## config.mk

```make
export PLATFORM = sky130hd
export DESIGN_NAME = sha1_hash_engine_core
export DESIGN_NICKNAME = d
export VERILOG_FILES = /design/src/rtl/sha1_pkg.sv /design/src/rtl/sha1_sched.sv /design/src/rtl/sha1_round.sv /design/src/rtl/sha1_hash_engine_core.sv
export SDC_FILE = /design/constraint.sdc
export NUM_CORES = 2
export LEC_CHECK = 0
export BUFFER_PORTS_ARGS = -buffer_cell sky130_fd_sc_hd__buf_2
export CORE_AREA = 2 2 354 356
export DETAILED_ROUTE_END_ITERATION = 8
export DIE_AREA = 0 0 356 358
export SYNTH_ARGS = -nofsm -noshare
export SYNTH_HDL_FRONTEND = slang
export SYNTH_HIERARCHICAL = 1
export SYNTH_SLANG_ARGS = --single-unit
```

## constraint.sdc

```tcl
create_clock -name clk -period 11.2 [get_ports clk]
set_clock_uncertainty 0.15 [all_clocks]
set_input_delay 0.56 -clock clk [delete_from_list [all_inputs] [get_ports clk]]
set_output_delay 0.56 -clock clk [all_outputs]
set_load 0.02 [all_outputs]
```

## src/rtl/sha1_pkg.sv

```systemverilog
// ----------------------------------------------------------------------------
// sha1_pkg
// shared types and constants for the sha-1 digest engine
// ----------------------------------------------------------------------------
package sha1_pkg;

  localparam int WORDS = 5;

  typedef logic [WORDS-1:0][31:0] words_t;

  typedef struct packed {
    logic [7:0] data_byte;
    logic       has_byte;
    logic       is_last;
  } item_t;

  typedef struct packed {
    logic [31:0] digest_word;
    logic [2:0]  word_index;
    logic        is_final;
  } result_t;

  typedef struct packed {
    logic       shift;
    logic [7:0] data;
    logic       step;
  } sched_ctl_t;

  typedef struct packed {
    logic       load;
    logic       step;
    logic [6:0] rnd;
  } round_ctl_t;

  localparam words_t H_INIT = {32'hC3D2E1F0, 32'h10325476, 32'h98BADCFE,
                               32'hEFCDAB89, 32'h67452301};

  localparam logic [6:0] ROUND_LAST = 7'd79;
  localparam logic [6:0] ROUND_P1   = 7'd20;
  localparam logic [6:0] ROUND_P2   = 7'd40;
  localparam logic [6:0] ROUND_P3   = 7'd60;

  localparam logic [7:0] PAD_MARK = 8'h80;

endpackage

```

## src/rtl/sha1_sched.sv

```systemverilog
// ----------------------------------------------------------------------------
// sha1_sched
// block buffer and message schedule: bytes shift in, then the
// 16-word window slides one word per round
// ----------------------------------------------------------------------------
module sha1_sched (
  input  logic                  clk,
  input  sha1_pkg::sched_ctl_t  ctl,
  output logic [31:0]           w
);
  import sha1_pkg::*;

  // blk[15] holds the oldest word
  logic [15:0][31:0] blk;
  logic [31:0]       mix;
  logic [31:0]       w_new;

  assign mix   = blk[15] ^ blk[13] ^ blk[7] ^ blk[2];
  assign w_new = {mix[30:0], mix[31]};
  assign w     = blk[15];

  always_ff @(posedge clk) begin
    if (ctl.shift) begin
      blk <= 512'({blk, ctl.data});
    end else if (ctl.step) begin
      blk <= {blk[14:0], w_new};
    end
  end

endmodule

```

## src/rtl/sha1_round.sv

```systemverilog
// ----------------------------------------------------------------------------
// sha1_round
// working variables a..e and the shared round unit, one round per cycle
// ----------------------------------------------------------------------------
module sha1_round (
  input  logic                  clk,
  input  sha1_pkg::round_ctl_t  ctl,
  input  sha1_pkg::words_t      chain,
  input  logic [31:0]           w,
  output sha1_pkg::words_t      st
);
  import sha1_pkg::*;

  localparam logic [31:0] K0 = 32'h5A827999;
  localparam logic [31:0] K1 = 32'h6ED9EBA1;
  localparam logic [31:0] K2 = 32'h8F1BBCDC;
  localparam logic [31:0] K3 = 32'hCA62C1D6;

  logic [31:0] a, b, c, d, e;
  logic [31:0] f, k, t;

  assign a = st[0];
  assign b = st[1];
  assign c = st[2];
  assign d = st[3];
  assign e = st[4];

  always_comb begin
    priority if (ctl.rnd < ROUND_P1) begin
      f = (b & c) | (~b & d);
      k = K0;
    end else if (ctl.rnd < ROUND_P2) begin
      f = b ^ c ^ d;
      k = K1;
    end else if (ctl.rnd < ROUND_P3) begin
      f = (b & c) | (b & d) | (c & d);
      k = K2;
    end else begin
      f = b ^ c ^ d;
      k = K3;
    end
  end

  assign t = {a[26:0], a[31:27]} + f + e + k + w;

  always_ff @(posedge clk) begin
    if (ctl.load) begin
      st <= chain;
    end else if (ctl.step) begin
      st <= {d, c, {b[1:0], b[31:2]}, a, t};
    end
  end

endmodule

```

## src/rtl/sha1_hash_engine_core.sv

```systemverilog
// ----------------------------------------------------------------------------
// sha1_hash_engine_core
// streaming sha-1: one message byte per word in, five digest words out
// ----------------------------------------------------------------------------
//  channel  | ports                             | payload
//  ---------+-----------------------------------+---------------------------
//  item     | item_valid, item_stall, item      | data_byte, has_byte, is_last
//  result   | result_valid, result_stall, result| digest_word, word_index,
//           |                                   | is_final
//
//  a byte word is accepted while idle; the word that fills a 64-byte block starts
//  a compression (80 rounds through one round unit, then the chaining add)
//  a word with is_last adds padding at one byte per cycle outside compressions,
//  one or two compressions, then five result words
//  item_stall is high whenever the sequencer is not idle
//  a stalled result word holds until taken
//  rst is synchronous and restores the initial chaining words and zero count
// ----------------------------------------------------------------------------
module sha1_hash_engine_core (
  input  logic              clk,
  input  logic              rst,
  input  logic              item_valid,
  output logic              item_stall,
  input  sha1_pkg::item_t   item,
  output logic              result_valid,
  input  logic              result_stall,
  output sha1_pkg::result_t result
);
  import sha1_pkg::*;

  localparam logic [2:0] S_IDLE  = 3'd0;
  localparam logic [2:0] S_PAD   = 3'd1;
  localparam logic [2:0] S_ROUND = 3'd2;
  localparam logic [2:0] S_ADD   = 3'd3;
  localparam logic [2:0] S_EMIT  = 3'd4;

  localparam logic [5:0] FILL_LAST = 6'd63;
  localparam logic [5:0] LEN_POS   = 6'd56;
  localparam logic [2:0] IDX_LAST  = 3'd4;

  logic [2:0]  state;
  logic [5:0]  fill;
  logic [60:0] count;
  logic [6:0]  rnd;
  logic [2:0]  idx;
  logic        pad_on;
  logic        sent80;
  logic        hi80;
  logic        finish;
  words_t      chain;
  words_t      st;

  logic        acc;
  logic        pad_shift;
  logic        len_here;
  logic        block_full;
  logic [63:0] len_bits;
  logic [2:0]  len_sel;
  logic [7:0]  len_byte;
  logic [7:0]  pad_byte;
  logic [31:0] w;
  sched_ctl_t  sctl;
  round_ctl_t  rctl;

  assign acc        = item_valid && (state == S_IDLE);
  assign item_stall = (state != S_IDLE);
  assign pad_shift  = (state == S_PAD);

  assign len_bits = {count, 3'b000};
  assign len_sel  = ~fill[2:0];
  assign len_byte = len_bits[{len_sel, 3'b000} +: 8];
  assign len_here = sent80 && !hi80 && (fill >= LEN_POS);

  always_comb begin
    if (!sent80) begin
      pad_byte = PAD_MARK;
    end else if (len_here) begin
      pad_byte = len_byte;
    end else begin
      pad_byte = 8'h00;
    end
  end

  assign sctl.shift = (acc && item.has_byte) || pad_shift;
  assign sctl.data  = pad_shift ? pad_byte : item.data_byte;
  assign sctl.step  = (state == S_ROUND);

  assign block_full = sctl.shift && (fill == FILL_LAST);

  assign rctl.load = block_full;
  assign rctl.step = (state == S_ROUND);
  assign rctl.rnd  = rnd;

  sha1_sched u_sched (
    .clk (clk),
    .ctl (sctl),
    .w   (w)
  );

  sha1_round u_round (
    .clk   (clk),
    .ctl   (rctl),
    .chain (chain),
    .w     (w),
    .st    (st)
  );

  always_ff @(posedge clk) begin
    if (rst) begin
      state  <= S_IDLE;
      chain  <= H_INIT;
      count  <= '0;
      fill   <= '0;
      rnd    <= '0;
      idx    <= '0;
      pad_on <= 1'b0;
      sent80 <= 1'b0;
      hi80   <= 1'b0;
      finish <= 1'b0;
    end else begin
      if (sctl.shift) begin
        fill <= fill + 6'd1;
      end
      if (block_full) begin
        rnd <= '0;
      end
      unique case (state)
        S_IDLE: begin
          if (acc) begin
            if (item.has_byte) begin
              count <= count + 61'd1;
            end
            pad_on <= item.is_last;
            sent80 <= 1'b0;
            hi80   <= 1'b0;
            finish <= 1'b0;
            if (block_full) begin
              state <= S_ROUND;
            end else if (item.is_last) begin
              state <= S_PAD;
            end
          end
        end
        S_PAD: begin
          sent80 <= 1'b1;
          if (fill == FILL_LAST) begin
            hi80 <= 1'b0;
          end else if (!sent80 && (fill >= LEN_POS)) begin
            hi80 <= 1'b1;
          end
          if (fill == FILL_LAST) begin
            if (len_here) begin
              finish <= 1'b1;
            end
            state <= S_ROUND;
          end
        end
        S_ROUND: begin
          rnd <= rnd + 7'd1;
          if (rnd == ROUND_LAST) begin
            state <= S_ADD;
          end
        end
        S_ADD: begin
          for (int i = 0; i < WORDS; i++) begin
            chain[i] <= chain[i] + st[i];
          end
          idx <= '0;
          if (finish) begin
            state <= S_EMIT;
          end else if (pad_on) begin
            state <= S_PAD;
          end else begin
            state <= S_IDLE;
          end
        end
        S_EMIT: begin
          if (!result_stall) begin
            idx <= idx + 3'd1;
            if (idx == IDX_LAST) begin
              chain  <= H_INIT;
              count  <= '0;
              pad_on <= 1'b0;
              sent80 <= 1'b0;
              finish <= 1'b0;
              state  <= S_IDLE;
            end
          end
        end
        default: begin
          state <= S_IDLE;
        end
      endcase
    end
  end

  assign result_valid       = (state == S_EMIT);
  assign result.digest_word = chain[idx];
  assign result.word_index  = idx;
  assign result.is_final    = (idx == IDX_LAST);

endmodule

```

==> impl_metrics.tcl <==
set metrics [dict create \
    dr.pass1.iters 5 \
    ys_dominant_reg_cell "edfxtp_1" \
    gr-usage-met3_pct 3.50 \
    endpoint_kind "register" \
    pwr_density_cell_nw_per_um2 318 \
    via_per_inst 5.70 \
    synthXorXnorAreaFrac_pct 4.83 \
    yosysWarningCount 6 \
    fin_hold_ws_ns 0.197 \
    synth_cells 4616 \
    start_kind "register" \
    tightest_slew_ns 1.24 \
    power.internal_mw 11.5 \
    cpPeakStageDelay_ns 0.46 \
    clk_path_buf_depth 3 \
    nets 4919 \
    syn_area_um2 54200 \
    fmax_mhz 177 \
    num_vias 35935 \
    drive_gt1_share_pct 16.9 \
    busiest_layer "met2" \
    overflow 0 \
    initial_utilization_pct 43.9 \
    period_needed_ns 5.65 \
    ys_seq_area_share_pct 46.3 \
    synth_fa_ha_area_share_pct 9.19 \
    min-delay-path-class "in -> reg" \
    die_h_um 358 \
    slew_violations 0 \
    dp.cells 6112 \
    post_cts_buffers 0 \
    io_buffers 51 \
    async_flop_share_pct 0 \
    synth_compound_area_share_pct 10.9 \
    rrSetupSlack_ns 5.55 \
    rsz0062_at_grt "false" \
    gp_congestion 0.934 \
    setup_viol 0 \
    grt_pass1_wl_mm 216 \
    max-slew-margin-rel_pct 17.4 \
    clock_power_share_pct 17.6 \
    avgSynthCellArea_um2 11.7 \
    wl_mm 142 \
    synth_simple_gate_area_share_pct 8.20 \
    arrival_ns 5.94 \
    power.total_mw 18.7 \
    synth_nets 4953 \
    final.setup.worst_slack_ns 5.55 \
    drt-initial-drc-count 3459 \
    grt_antenna_before_repair 2 \
    tns_ns 0 \
    synth_mux_area_share_pct 16.0 \
    clkSinkCount 916 \
    crit_type "reg -> reg" \
    clock_latency_ns 0.70 \
    cts_tree "done" \
    cp_common_cell "fa_1" \
    grt_use_total_pct 22.0 \
    rows 129 \
    fin_cells 6306 \
    place_area_um2 55400 \
    detail_route.wl_per_cell_um 22.5 \
    dieWidth_um 356 \
    p_seq_share_pct 34.8 \
    p_leak_nw 21.9 \
    cts-root-buf "clkbuf_16" \
    clk_pin_slew_worst_paths_ns 0.06 \
    cts_made_buffers 102 \
    final_area_um2 58700 \
    dp_worst_setup_slack_ns 5.56 \
    cts_resized 0 \
    grt_pass1_vias 35437 \
    use_met2_pct 34.6 \
    post_synth_num_cell_types 112 \
    pwr-share-comb_pct 47.6 \
    switching_share_pct 38.3 \
    htree_levels 3 \
    peakVddDrop_mv 0.252 \
    crit_chain "o21ai_0, nor3_2, buf_4, nor2_2, buf_4, a221oi_1, fa_1, inv_1, fa_1, ha_1, fa_1, a21o_1, a221oi_4, a211o_1, a31oi_1, a221oi_2, xnor2_1, mux2_2" \
    outcome "finished, final reports clean" \
    cp_max_fo 23 \
    hpwl_mm 102 \
    reg2reg_depth 18 \
    synth_top_family_by_area "multiplexers" \
    post-route-util_pct 47.6 \
    met1_usage_pct 31.3 \
    ant_nets 0 \
    p_switching_mw 7.15 \
    die_area_um2 127000 \
    crit_required_ns 11.49 \
    synth_edf_count 672 \
    drc 0 \
    period_share_pct 50.4 \
    hold_buffers 3 \
    ioPinCount 52 \
    synth_seq_cells 916 \
    drv_cap 0 \
    holdPathStages 3 \
    hold_viol_final 0 \
    syn_to_final_growth_pct 8.35 \
    core_area_um2 123000 \
    cp_slowest_cell "fa_1" \
    grt_max_degree 186 \
]
-- cell usage in the layout (no fill, tap or decap), types with 81 or more instances in the layout --
cell type  instances
mux2_4           120
a21o_1            81
nand2_1          326
xnor2_1          199
ha_1             198
clkbuf_16        103
inv_1            269
o21ai_0          245
edfxtp_1         672
nand3_1           90
a21oi_1          241
dfxtp_1          242
fa_1             125
xor2_1           100
mux2_2           319
nor2_1           257
mux2_1           164
-- kinds of logic (layout without fill, tap and decap cells) --
family | Yosys count | count (layout)
buffers and inverters | 506 | 558
adders and majority gates | 323 | 323
and+or+nand+nor | 947 | 947
AOI/OAI and AO/OA | 938 | 938
muxes | 687 | 687
other | 0 | 1
xor gates and xnor gates | 299 | 299
DFF | 916 | 916
-- critical path: cells and delay by family, from the launching register on --
family | cells | cell delay [ns]
adders and majority gates | 4 | 1.58
and+or+nand+nor | 2 | 0.20
buffers and inverters | 3 | 0.67
xor gates and xnor gates | 1 | 0.10
DFF | 1 | 0.43
AOI/OAI and AO/OA | 7 | 1.98
muxes | 1 | 0.26
-- cell usage after synthesis, drive strengths merged, types with 8 or more instances --
cell,number,share of area [%]
a21boi,10,0.15
mux2i,39,0.72
o21a,33,0.46
buf,121,1.9
dfxtp,244,9.0
a211oi,22,0.32
a31oi,31,0.36
and4,9,0.15
mux4,45,1.9
nand2b,30,0.35
o211ai,13,0.19
or3,35,0.42
nor3b,8,0.11
fa,125,4.6
a21oi,244,2.3
nor2,268,2.0
nand4,21,0.24
nor3,45,0.44
o31ai,10,0.18
o21bai,25,0.35
a21o,81,1.1
mux2,603,13
or2,14,0.16
edfxtp,672,37
a221o,17,0.31
xnor2,199,3.2
a311oi,9,0.16
nand3b,8,0.11
and3,38,0.46
nor2b,13,0.15
o21ai,290,2.7
ha,198,4.6
and2,20,0.23
nand2,334,2.4
a22oi,25,0.35
nand3,92,0.86
a211o,10,0.16
a221oi,11,0.23
xor2,100,1.6
clkbuf,112,0.80
o22ai,39,0.45
inv,270,1.9
-- flip-flops by register name (all words and copies together), names as in the netlist --
signal / flops
pad_on: 1
idx: 3
u_round/a: 32
chain: 160
hi80: 1
state: 3
u_round/c: 32
sent80: 1
rnd: 7
u_round/e: 32
finish: 1
u_round/b: 32
u_sched/blk: 480
fill: 6
count: 61
u_sched/w: 32
u_round/d: 32
-- area by class of cell --
class	count	area, um^2
fill	11263	64600
multi-input combinational	3194	26700
antenna	1	2.50
clock inverter	44	442
clock buffer	146	2800
tap	1637	2050
sequential	916	25100
timing repair buffer	95	646
inverter	273	1020
-- per-layer routing --
layer | vias up | wire length, um
met4 | 2 | 3960
met5 | - | 20
met3 | 186 | 9370
met1 | 17915 | 64800
met2 | 1037 | 63900
li1 | 16795 | -
-- power by group through the flow --
stage               sequential (mW)  clock [mW]  combinational (mW)
CTS                            6.51        3.38                8.84
floorplan                      6.31           0                7.18
detailed placement             6.57           0                8.77
global placement               6.55           0                8.72
global route                   6.66        3.51                9.78
finish                         6.50        3.29                8.88
-- path summary, 6_finish.rpt --
path	startpoint	to
min	item_valid	finish$_SDFFE_PP0P_
min reg2reg	hi80$_SDFFE_PP0P_	hi80$_SDFFE_PP0P_
max reg2reg	rnd[5]$_SDFFE_PP0P_	u_round/a[31]$_DFFE_PP_
max	rnd[5]$_SDFFE_PP0P_	u_round/a[31]$_DFFE_PP_
(Power assumes the default switching activity.)
